<file path="config.mk">
export PLATFORM = sky130hd
export DESIGN_NAME = nearest_ray_box_pick_top
export DESIGN_NICKNAME = d
export VERILOG_FILES = /design/src/hdl/nrbp_pkg.sv /design/src/hdl/nrbp_div.sv /design/src/hdl/nearest_ray_box_pick_top.sv
export SDC_FILE = /design/constraint.sdc
export NUM_CORES = 2
export LEC_CHECK = 0
export BUFFER_PORTS_ARGS = -buffer_cell sky130_fd_sc_hd__clkbuf_2
export CORE_MARGIN = 2
export CORE_UTILIZATION = 56
export CTS_BUF_LIST = sky130_fd_sc_hd__clkbuf_16
export DETAILED_ROUTE_END_ITERATION = 12
export GPL_TIMING_DRIVEN = 0
export PLACE_DENSITY = 0.77
export RECOVER_POWER = 50
export SLEW_MARGIN = 20
export SYNTH_ARGS = -nofsm -noshare
export SYNTH_HDL_FRONTEND = slang
export SYNTH_HIERARCHICAL = 1
export SYNTH_SLANG_ARGS = --single-unit
</file>
<file path="constraint.sdc">
create_clock -name clk -period 15.8 [get_ports clk]
set_clock_uncertainty 0.1 [all_clocks]
set_input_delay 2.37 -clock clk [delete_from_list [all_inputs] [get_ports clk]]
set_output_delay 2.37 -clock clk [all_outputs]
set_load 0.01 [all_outputs]
</file>
<file path="src/hdl/nrbp_pkg.sv">
// Package for the nearest ray-box pick block: widths, register indexes, state codes.
// No dependencies; used by every module in hdl/.
`timescale 1ns / 1ps
package nrbp_pkg;
	localparam int FracBits = 16;
	localparam int CoordW = 32;
	localparam int DistW = 31;
	localparam int IdxW = 10;
	// Dividend is a 33-bit difference shifted left by the fraction bits.
	localparam int DivW = 33 + FracBits;

	localparam logic [2:0] RegOrgX = 3'd0;
	localparam logic [2:0] RegOrgY = 3'd1;
	localparam logic [2:0] RegOrgZ = 3'd2;
	localparam logic [2:0] RegDirX = 3'd3;
	localparam logic [2:0] RegDirY = 3'd4;
	localparam logic [2:0] RegDirZ = 3'd5;
	localparam logic [2:0] RegMaxD = 3'd6;

	typedef enum logic [2:0] {
		ST_IDLE,
		ST_AXIS,
		ST_DIV,
		ST_NEXT,
		ST_DONE,
		ST_OUT
	} state_t;
endpackage

</file>
<file path="src/hdl/nrbp_div.sv">
// Shared signed divider, restoring, one quotient bit per cycle, truncating toward zero.
// Depends on nrbp_pkg.
`timescale 1ns / 1ps
module nrbp_div
	import nrbp_pkg::*;
(
	input  logic                    clk,
	input  logic                    arst_n,
	input  logic                    start,
	input  logic signed [DivW-1:0]  dividend,
	input  logic signed [CoordW-1:0] divisor,
	output logic                    done,
	output logic signed [DivW:0]    quotient
);
	localparam int CW = $clog2(DivW + 1);
	logic [DivW-1:0] rem_q, quo_q, num_q;
	logic [CoordW-1:0] den_q;
	logic neg_q;
	logic [CW-1:0] cnt_q;
	logic busy_q, done_q;
	logic [DivW:0] trial;
	logic [DivW:0] shifted;

	// One restoring step on the partial remainder.
	always_comb begin
		shifted = {rem_q, num_q[DivW-1]};
		trial = shifted - {{(DivW + 1 - CoordW){1'b0}}, den_q};
	end

	always_ff @(posedge clk or negedge arst_n) begin
		if (!arst_n) begin
			busy_q <= 1'b0;
			done_q <= 1'b0;
			cnt_q <= '0;
		end else begin
			done_q <= 1'b0;
			if (start) begin
				busy_q <= 1'b1;
				cnt_q <= CW'(DivW);
			end else if (busy_q) begin
				cnt_q <= cnt_q - 1'b1;
				if (cnt_q == CW'(1)) begin
					busy_q <= 1'b0;
					done_q <= 1'b1;
				end
			end
		end
	end

	// Magnitudes are loaded at start, the sign is restored at the end.
	always_ff @(posedge clk) begin
		if (start) begin
			num_q <= dividend[DivW-1] ? DivW'(-dividend) : DivW'(dividend);
			den_q <= divisor[CoordW-1] ? CoordW'(-divisor) : CoordW'(divisor);
			neg_q <= dividend[DivW-1] ^ divisor[CoordW-1];
			rem_q <= '0;
			quo_q <= '0;
		end else if (busy_q) begin
			num_q <= {num_q[DivW-2:0], 1'b0};
			if (!trial[DivW]) begin
				rem_q <= trial[DivW-1:0];
				quo_q <= {quo_q[DivW-2:0], 1'b1};
			end else begin
				rem_q <= shifted[DivW-1:0];
				quo_q <= {quo_q[DivW-2:0], 1'b0};
			end
		end
	end

	assign done = done_q;
	assign quotient = neg_q ? -$signed({1'b0, quo_q}) : $signed({1'b0, quo_q});
endmodule

</file>
<file path="src/hdl/nearest_ray_box_pick_top.sv">
// Top level of the nearest ray-box pick block: config registers, sequencer, best tracking.
// Depends on nrbp_pkg and nrbp_div.
`timescale 1ns / 1ps
// Usage: write the ray origin, direction and maximum distance through the
// config port (cfg_we, cfg_index, cfg_data) while the block is idle. Then
// stream boxes on the s_axis channel; tuser carries selectable and tlast marks
// the last box of a scene. For the last box one result transfer appears on
// m_axis: tdata holds hit_found, hit_index and hit_distance.
// A box passes through an axis check for each axis in turn; an axis with a
// nonzero direction adds two 49-step divisions through one shared bit-serial
// divider, the lower bound and then the upper, and every axis ends with the
// axis advance. The last box of a scene then loads the result once the output
// register is free. An unselectable box skips the axes, and a box that misses
// stops after the failing axis.
// s_axis_tready is high only while the sequencer is idle. If the receiver
// stalls, the result is held in its output register and boxes keep flowing;
// only the next scene result waits until that transfer completes.
// Reset returns the registers to origin 0, direction (1,0,0), maximum 8.0,
// and clears the box count and the best hit.
module nearest_ray_box_pick_top
	import nrbp_pkg::*;
(
	input  logic         clk,
	input  logic         arst_n,
	input  logic         cfg_we,
	input  logic [2:0]   cfg_index,
	input  logic [31:0]  cfg_data,
	input  logic         s_axis_tvalid,
	output logic         s_axis_tready,
	// box_min_x, box_max_x, box_min_y, box_max_y, box_min_z, box_max_z
	input  logic [191:0] s_axis_tdata,
	// selectable
	input  logic         s_axis_tuser,
	input  logic         s_axis_tlast,
	output logic         m_axis_tvalid,
	input  logic         m_axis_tready,
	// hit_found, hit_index[9:0], hit_distance[30:0], zero padding
	output logic [47:0]  m_axis_tdata
);
	localparam logic signed [DivW:0] TNeg = {2'b11, {(DivW - 1){1'b0}}};
	localparam logic signed [DivW:0] TPos = {2'b00, {(DivW - 1){1'b1}}};

	logic signed [CoordW-1:0] org_q [3];
	logic signed [CoordW-1:0] dir_q [3];
	logic [DistW-1:0] maxd_q;
	logic signed [CoordW-1:0] bnd_q [6];
	logic sel_q, last_q;
	state_t state_q, state_d;
	logic [1:0] axis_q;
	logic half_q;
	logic signed [DivW:0] t1_q, tmin_q, tmax_q;
	logic miss_q;
	logic [IdxW-1:0] cnt_q, bpos_q;
	logic [DistW:0] bdist_q;
	logic bval_q;
	logic ovalid_q;
	logic [47:0] odata_q;
	logic div_start, div_done;
	logic signed [DivW:0] quo;
	logic signed [CoordW:0] lo_diff, hi_diff, cur_diff;
	logic signed [DivW-1:0] dividend;
	logic signed [DivW:0] lo_t, hi_t, tsel;
	logic take;

	// Config register writes.
	always_ff @(posedge clk or negedge arst_n) begin
		if (!arst_n) begin
			org_q[0] <= '0; org_q[1] <= '0; org_q[2] <= '0;
			dir_q[0] <= 32'sd65536; dir_q[1] <= '0; dir_q[2] <= '0;
			maxd_q <= 31'd524288;
		end else if (cfg_we) begin
			case (cfg_index)
				RegOrgX: org_q[0] <= cfg_data;
				RegOrgY: org_q[1] <= cfg_data;
				RegOrgZ: org_q[2] <= cfg_data;
				RegDirX: dir_q[0] <= cfg_data;
				RegDirY: dir_q[1] <= cfg_data;
				RegDirZ: dir_q[2] <= cfg_data;
				RegMaxD: maxd_q <= cfg_data[DistW-1:0];
				default: ;
			endcase
		end
	end

	// Operand selection for the current axis. The lower bound is divided when
	// the axis starts, the upper bound when the first quotient is done.
	always_comb begin
		lo_diff = {bnd_q[{axis_q, 1'b0}][CoordW-1], bnd_q[{axis_q, 1'b0}]}
			- {org_q[axis_q][CoordW-1], org_q[axis_q]};
		hi_diff = {bnd_q[{axis_q, 1'b1}][CoordW-1], bnd_q[{axis_q, 1'b1}]}
			- {org_q[axis_q][CoordW-1], org_q[axis_q]};
		cur_diff = (state_q == ST_DIV) ? hi_diff : lo_diff;
		dividend = {cur_diff, {FracBits{1'b0}}};
		lo_t = (t1_q < quo) ? t1_q : quo;
		hi_t = (t1_q < quo) ? quo : t1_q;
		tsel = (tmin_q >= 0) ? tmin_q : tmax_q;
	end

	nrbp_div u_div (
		.clk(clk), .arst_n(arst_n), .start(div_start),
		.dividend(dividend), .divisor(dir_q[axis_q]),
		.done(div_done), .quotient(quo)
	);

	assign take = s_axis_tvalid && s_axis_tready;
	assign s_axis_tready = (state_q == ST_IDLE);

	// Next-state logic of the sequencer.
	always_comb begin
		state_d = state_q;
		div_start = 1'b0;
		case (state_q)
			ST_IDLE: if (take) state_d = ST_AXIS;
			ST_AXIS: begin
				if (miss_q || axis_q == 2'd3) state_d = ST_DONE;
				else if (dir_q[axis_q] == 0) state_d = ST_NEXT;
				else begin
					div_start = 1'b1;
					state_d = ST_DIV;
				end
			end
			ST_DIV: if (div_done) begin
				if (!half_q) begin
					div_start = 1'b1;
				end else state_d = ST_NEXT;
			end
			ST_NEXT: state_d = ST_AXIS;
			ST_DONE: state_d = last_q ? ST_OUT : ST_IDLE;
			// The result loads once the output register is free.
			ST_OUT: if (!ovalid_q || m_axis_tready) state_d = ST_IDLE;
			default: state_d = ST_IDLE;
		endcase
	end

	always_ff @(posedge clk or negedge arst_n) begin
		if (!arst_n) state_q <= ST_IDLE;
		else state_q <= state_d;
	end

	// Input capture.
	always_ff @(posedge clk) begin
		if (take) begin
			for (int i = 0; i < 6; i++) bnd_q[i] <= s_axis_tdata[32*i +: 32];
			sel_q <= s_axis_tuser;
			last_q <= s_axis_tlast;
		end
	end

	// Slab interval tracking and best-hit state.
	always_ff @(posedge clk or negedge arst_n) begin
		if (!arst_n) begin
			axis_q <= '0; half_q <= 1'b0; miss_q <= 1'b0;
			cnt_q <= '0; bpos_q <= '0; bdist_q <= {1'b0, {DistW{1'b1}}};
			bval_q <= 1'b0; ovalid_q <= 1'b0;
			tmin_q <= TNeg; tmax_q <= TPos; t1_q <= '0;
			odata_q <= '0;
		end else begin
			if (m_axis_tvalid && m_axis_tready && state_q != ST_OUT) ovalid_q <= 1'b0;
			case (state_q)
				ST_IDLE: if (take) begin
					axis_q <= '0; half_q <= 1'b0;
					miss_q <= !s_axis_tuser;
					tmin_q <= TNeg; tmax_q <= TPos;
				end
				ST_AXIS: if (!miss_q && axis_q != 2'd3 && dir_q[axis_q] == 0) begin
					if (lo_diff > 0 || hi_diff < 0) miss_q <= 1'b1;
				end
				ST_DIV: if (div_done) begin
					if (!half_q) begin
						t1_q <= quo;
						half_q <= 1'b1;
					end else begin
						half_q <= 1'b0;
						if (lo_t > tmin_q) tmin_q <= lo_t;
						if (hi_t < tmax_q) tmax_q <= hi_t;
					end
				end
				ST_NEXT: begin
					if (tmin_q > tmax_q) miss_q <= 1'b1;
					axis_q <= axis_q + 2'd1;
				end
				ST_DONE: begin
					// A strictly nearer hit wins; a saturated distance never does.
					if (!miss_q && sel_q && tsel >= 0) begin
						if (tsel < $signed({{(DivW - DistW){1'b0}}, bdist_q})) begin
							bdist_q <= tsel[DistW:0];
							bpos_q <= cnt_q;
							bval_q <= 1'b1;
						end
					end
					if (!last_q) cnt_q <= cnt_q + 1'b1;
				end
				ST_OUT: if (!ovalid_q || m_axis_tready) begin
					ovalid_q <= 1'b1;
					if (bval_q && bdist_q <= {1'b0, maxd_q})
						odata_q <= {6'd0, bdist_q[DistW-1:0], bpos_q, 1'b1};
					else odata_q <= '0;
					cnt_q <= '0; bpos_q <= '0; bval_q <= 1'b0;
					bdist_q <= {1'b0, {DistW{1'b1}}};
				end
				default: ;
			endcase
		end
	end

	assign m_axis_tvalid = ovalid_q;
	assign m_axis_tdata = odata_q;
endmodule

</file>
# ---- After elaboration in Yosys (flattened, before gate mapping)
# Memory sizes are Yosys's and may differ from the RTL's.
# Cells that the tools add are included.
dict set report word_totals {
  reg_bits 672
  latchBits 0
  ram_bits 192
  rom_bits 0
  inputBits 234
  mem_count 1
}
# name depth word_bits rd rd_clocked_by_memory_dff wr line
set mem_list {}
lappend mem_list {bnd_q 6 32 2 0 6 nearest_ray_box_pick_top.sv:46} ;# logic signed [CoordW-1:0] bnd_q [6];
dict set report op_classes {
  add_sub_neg 9
  mul 0
  n_div 0
  order_cmp 11
  n_eq_ne 27
  shifts 0
  n_mux 78
  bitwise_logic 3
  reduce_logical 39
}
# op n
set op_table {}
lappend op_table {{two-way mux 50 bit} 12}
lappend op_table {{two-way mux 32 bit} 7}
lappend op_table {{case mux 50 bit (2 select lines)} 2}
lappend op_table {{two-way mux 49 bit} 4}
lappend op_table {{binary-select mux 32 bit (select 2 bit)} 2}
lappend op_table {{greater-or-equal comparator 50 x 1 -> 1 bit (second input constant)} 2}
lappend op_table {{> comparator 50 bit} 2}
lappend op_table {{less-than comparator 50 bit} 2}
lappend op_table {{subtractor 32 x 32 -> 33 bit} 2}
lappend op_table {{case mux 32 bit (2 select lines)} 1}
lappend op_table {{less-than comparator 50 x 33 -> 1 bit} 1}
lappend op_table {{negator 49 -> 50 bit} 1}
lappend op_table {{subtractor 50 x 32 -> 50 bit} 1}
lappend op_table {{negator 49 bit} 1}
lappend op_table {{two-way mux 42 bit} 1}
lappend op_table {{two-way mux 10 bit} 4}
lappend op_table {{case mux 10 bit (2 select lines)} 2}
lappend op_table {{> comparator 33 x 1 -> 1 bit (second input constant)} 1}
lappend op_table {{less-than comparator 33 x 1 -> 1 bit (second input constant)} 1}
lappend op_table {{two-way mux 33 bit} 1}
lappend op_table {{<= comparator 32 x 31 -> 1 bit} 1}
lappend op_table {{logical NOT 32 bit} 1}
lappend op_table {{negator 32 bit} 1}
lappend op_table {{two-way mux 31 bit} 1}
lappend op_table {{33 further kinds} 113}

# ---- Logic depth before layout (Yosys ltp)
dict set report depth {
  ltp_word 10
  depth_mapped 36
  ltp_nobuf 32
}

# ---- Cells and area by module
# The synthesis kept the hierarchy.
# mod instances cells_each area_per_inst_um2 seq_area_each_um2
set by_module_without_submodules {}
lappend by_module_without_submodules {nearest_ray_box_pick_top 1 3598 39003.7 17840.9}
lappend by_module_without_submodules {nrbp_div 1 1367 11974.0 4624.4}

# ---- Worst setup path before layout
# OpenSTA, ideal clock, no wires.
dict set report synth_timing {
  path_kind {input-to-reg}
  start {in s_axis_tvalid}
  end {mem bnd_q[0][0] (enable)}
  setup_ps 986
  arrival_time_ps 15500
  path_slack_ps -786
  stages 2
  path_buffers 0
  path_cell_list {nand2b_1 -> nor3_1}
}
# item line
set synth_lines {}
lappend synth_lines {{start: declaration} nearest_ray_box_pick_top.sv:28} ;# input logic s_axis_tvalid,
lappend synth_lines {{end: declaration} nearest_ray_box_pick_top.sv:46}

# ---- Final worst setup path
dict set report layout_timing {
  start {reg u_div.quo_q[2]}
  end {reg tmin_q[41]}
}
dict set report layout_between {
  elab_chain_len 8
  word_cells_on_any_way 11
  cone_classes {add/sub (1); order compare (2); eq/ne (1); mux (6); reduce/logical (1)}
}
# item line
set layout_lines {}
lappend layout_lines {{start: declaration} nrbp_div.sv:16} ;# logic [DivW-1:0] rem_q, quo_q, num_q;
lappend layout_lines {{start signal: assignment} nrbp_div.sv:62} ;# quo_q <= {quo_q[DivW-2:0], 1'b1};
lappend layout_lines {{start signal: assignment} nrbp_div.sv:65} ;# quo_q <= {quo_q[DivW-2:0], 1'b0};
lappend layout_lines {{negator 49 -> 50 bit *} nrbp_div.sv:71} ;# assign quotient = neg_q ? -$signed({1'b0, quo_q}) : $signed({1'b0, quo_q});
lappend layout_lines {{two-way mux 50 bit *} nrbp_div.sv:71}
lappend layout_lines {{via quo[47]} nearest_ray_box_pick_top.sv:59} ;# logic signed [DivW:0] quo;
lappend layout_lines {{less-than comparator 50 bit} nearest_ray_box_pick_top.sv:94} ;# lo_t = (t1_q < quo) ? t1_q : quo;
lappend layout_lines {{two-way mux 50 bit *} nearest_ray_box_pick_top.sv:94}
lappend layout_lines {{branches (longest 4 deep; another with > comparator 50 bit)} n/a}
lappend layout_lines {{end signal: assignment} nearest_ray_box_pick_top.sv:163} ;# tmin_q <= TNeg; tmax_q <= TPos;
lappend layout_lines {{end signal: assignment} nearest_ray_box_pick_top.sv:174} ;# if (lo_t > tmin_q) tmin_q <= lo_t;
lappend layout_lines {{end: declaration} nearest_ray_box_pick_top.sv:51} ;# logic signed [DivW:0] t1_q, tmin_q, tmax_q;
# Mark *: on every way through the listed nets, which the timed path passes. The select of a mux whose other input is x is not followed.
# A chain may end at the register's enable or synchronous reset.

==> results.json <==
{
  "status": "finished, violations left",
  "violations": "max-capacitance violations, max-slew violations",
  "yosysSeqAreaShare": 0.441,
  "syn-cell-area_um2": 51000,
  "post-dp-hpwl_um": 109000,
  "cts_buffers": 91,
  "cp_slowest_cell": "a211oi_1",
  "synth_edf_count": 276,
  "max_stage_delay_ns": 1.01,
  "arrival_ns": 12.15,
  "yosysWarnings": 6,
  "cts-resized-gates": 0,
  "syn_to_final_growth_pct": 12.5,
  "min_period_over_period": 0.741,
  "grt_use_total": 0.304,
  "max_slew_margin": -2.23,
  "route.detailed.drc": 0,
  "wl_um": 144000,
  "hold_viol": 0,
  "antenna_found_initial": 17,
  "cts.clk_slew.worst_paths_ns": 0.06,
  "nNetsFinal": 6013,
  "netlist_instances": 4965,
  "gr-total-overflow": 0,
  "routedWlPerCell_um": 21.6,
  "final_cell_mix": "nand2_1 (457), mux2_2 (452), dfrtp_1 (401)",
  "portBuffers": 275,
  "die_h_um": 306,
  "synthTopCellsByArea": "dfrtp_1 (20%), edfxtp_1 (16%), mux2_2 (10%)",
  "pin_count": 284,
  "core_area_um2": 90100,
  "finalSetupViolations": 0,
  "h-tree-depth": 3,
  "root_buffer": "clkbuf_16",
  "drv_slew": 406,
  "yosys.area.top_type": "dfrtp_1",
  "cts_buffer_depth": 3,
  "ys.flop_type": "dfrtp_1",
  "first_global_vias": 39600,
  "drive_gt1_frac": 0.185,
  "ys_ff_latch": 858,
  "cts_hold_buf": 0,
  "fin_tns_setup_ns": 0,
  "p_leak_nw": 25.4,
  "cts_sinks": 858,
  "cts_tree": "built",
  "rows": 110,
  "final_common_cell": "nand2_1",
  "placed_cells": 6496,
  "power.density_nw_per_um2": 233,
  "dr.pass1.iters": 5,
  "worstMarginPinSlew_ns": 4.85,
  "period_minus_slack_ns": 11.71,
  "synth_top_area_frac": 0.197,
  "required_ns": 16.24,
  "syn_area_per_cell_um2": 10.3,
  "critPathMaxFanout": 10,
  "synthArstFlopShare": 0.564,
  "layout.cells.non_filler": 6670,
  "maxCapViolCount": 6,
  "first_iter_violations": 3550,
  "reg2reg_slack_ns": 4.09,
  "route.antenna.remaining_nets": 0,
  "die_x_um": 306,
  "start_kind": "flop",
  "peakVddDrop_v": 0.000160,
  "grt_max_degree": 96,
  "max_freq_mhz": 85.4,
  "cp-end-kind": "flop",
  "vias": 40300,
  "grt_pass1_wl_um": 223000,
  "path_class": "flop to flop",
  "die_area_um2": 93500,
  "worstHoldPathType": "flop to flop",
  "gp_congestion": 0.958,
  "cts_setup_buffers": 0,
  "viasPerCell": 6.04,
  "start_util": 0.565,
  "rsz0062_at_grt": "false",
  "clkLatencyLatePin_ns": 0.68,
  "holdWs_ns": 0.381,
  "synth_cell_types": 98
}
## report_power, final
part	internal [mW]	total [mW]	switching (mW)
logic	2.90	7.80	4.90
registers	3.02	3.37	0.354
clock network	1.28	2.20	0.919
total	7.20	13.4	6.18
## critical path, delay by kind of cell (launching register included)
family | cells | cell delay, ns
AOI/OAI and AO/OA | 7 | 2.88
xor gates and xnor gates | 2 | 0.82
adders and majority gates | 2 | 0.64
buffers and inverters | 4 | 1.14
DFF | 1 | 0.36
muxes | 3 | 0.96
and+or+nand+nor | 12 | 4.66
## metal layers
| layer | part of all wire | track usage |
|---|---|---|
| met1 | 0.43 | 0.421 |
| met4 | 0.035 | 0.103 |
| met3 | 0.077 | 0.0584 |
| met2 | 0.46 | 0.478 |
| met5 | 0.0011 | 0 |
## layout make-up
type / instances / area, um2
flip-flops and latches: 858 / 22500
repair buffers: 294 / 1580
multi-input cells: 3637 / 26700
plain buffers: 234 / 946
well taps: 1176 / 1470
fillers: 7149 / 32800
clock inverters: 78 / 718
inverters: 297 / 1110
clock buffers: 93 / 2330
diodes: 3 / 7.51
## flip-flops by register name, summed over array words and instances (netlist names), 2 cells and up
register      count
bpos_q           10
tmin_q           50
u_div/quo_q      49
maxd_q           31
u_div/den_q      32
bdist_q          32
u_div/cnt_q       6
bnd_q           192
t1_q             50
m_axis_tdata     42
u_div/num_q      49
dir_q            96
state_q           3
cnt_q            10
axis_q            2
org_q            96
u_div/rem_q      49
tmax_q           50
## synth_stat cells (50+ instances only)
master	n
a21o_1	90
a21oi_1	257
and2_1	58
clkbuf_1	177
dfrtp_1	401
dfstp_2	83
dfxtp_1	98
edfxtp_1	276
ha_1	363
inv_1	297
mux2_2	452
mux2i_1	203
nand2_1	457
nand3_1	52
nand4_1	78
nor2_1	288
nor3_1	58
o21ai_0	355
o31ai_1	50
xnor2_1	136
xor2_1	83
## final timing paths
kind                            startpoint               to  cells after the start
setup / recovery            u_div/quo_q[2]       tmin_q[41]                     30
hold / removal             m_axis_tdata[0]  m_axis_tdata[0]                      1
setup reg to reg            u_div/quo_q[2]       tmin_q[41]                     30
hold reg to reg            m_axis_tdata[0]  m_axis_tdata[0]                      1
max in group asynchronous           arst_n         t1_q[34]                      2
min in group asynchronous           arst_n         cnt_q[5]                      1
## cell families (layout without fill, tap and decap cells)
logic type / Yosys count / after routing / share of synthesized area
buffers and inverters: 531 / 996 / 0.0404
AO/OA/AOI/OAI: 1036 / 1036 / 0.127
XOR/XNOR: 220 / 220 / 0.0379
multiplexers: 657 / 657 / 0.140
other: 1 / 65 / 0.0000736
AND/OR/NAND/NOR: 1296 / 1296 / 0.123
flip-flops: 858 / 858 / 0.441
adder cells (fa/ha/maj): 366 / 366 / 0.0903
## per-stage QoR
step / setup slack (ns) / util / total power, mW / area, um2
final: 4.09 / 0.636 / 13.4 / 57300
after global routing: 3.90 / 0.636 / 14.2 / 57300
after CTS: 4.50 / 0.638 / 13.2 / 57500
after detailed placement: 4.63 / 0.604 / 10.9 / 54500
after global placement: 1.20 / 0.600 / 10.8 / 54100
after floorplan: 5.19 / - / 8.76 / 51200
Power figures use the tool's default switching activity.
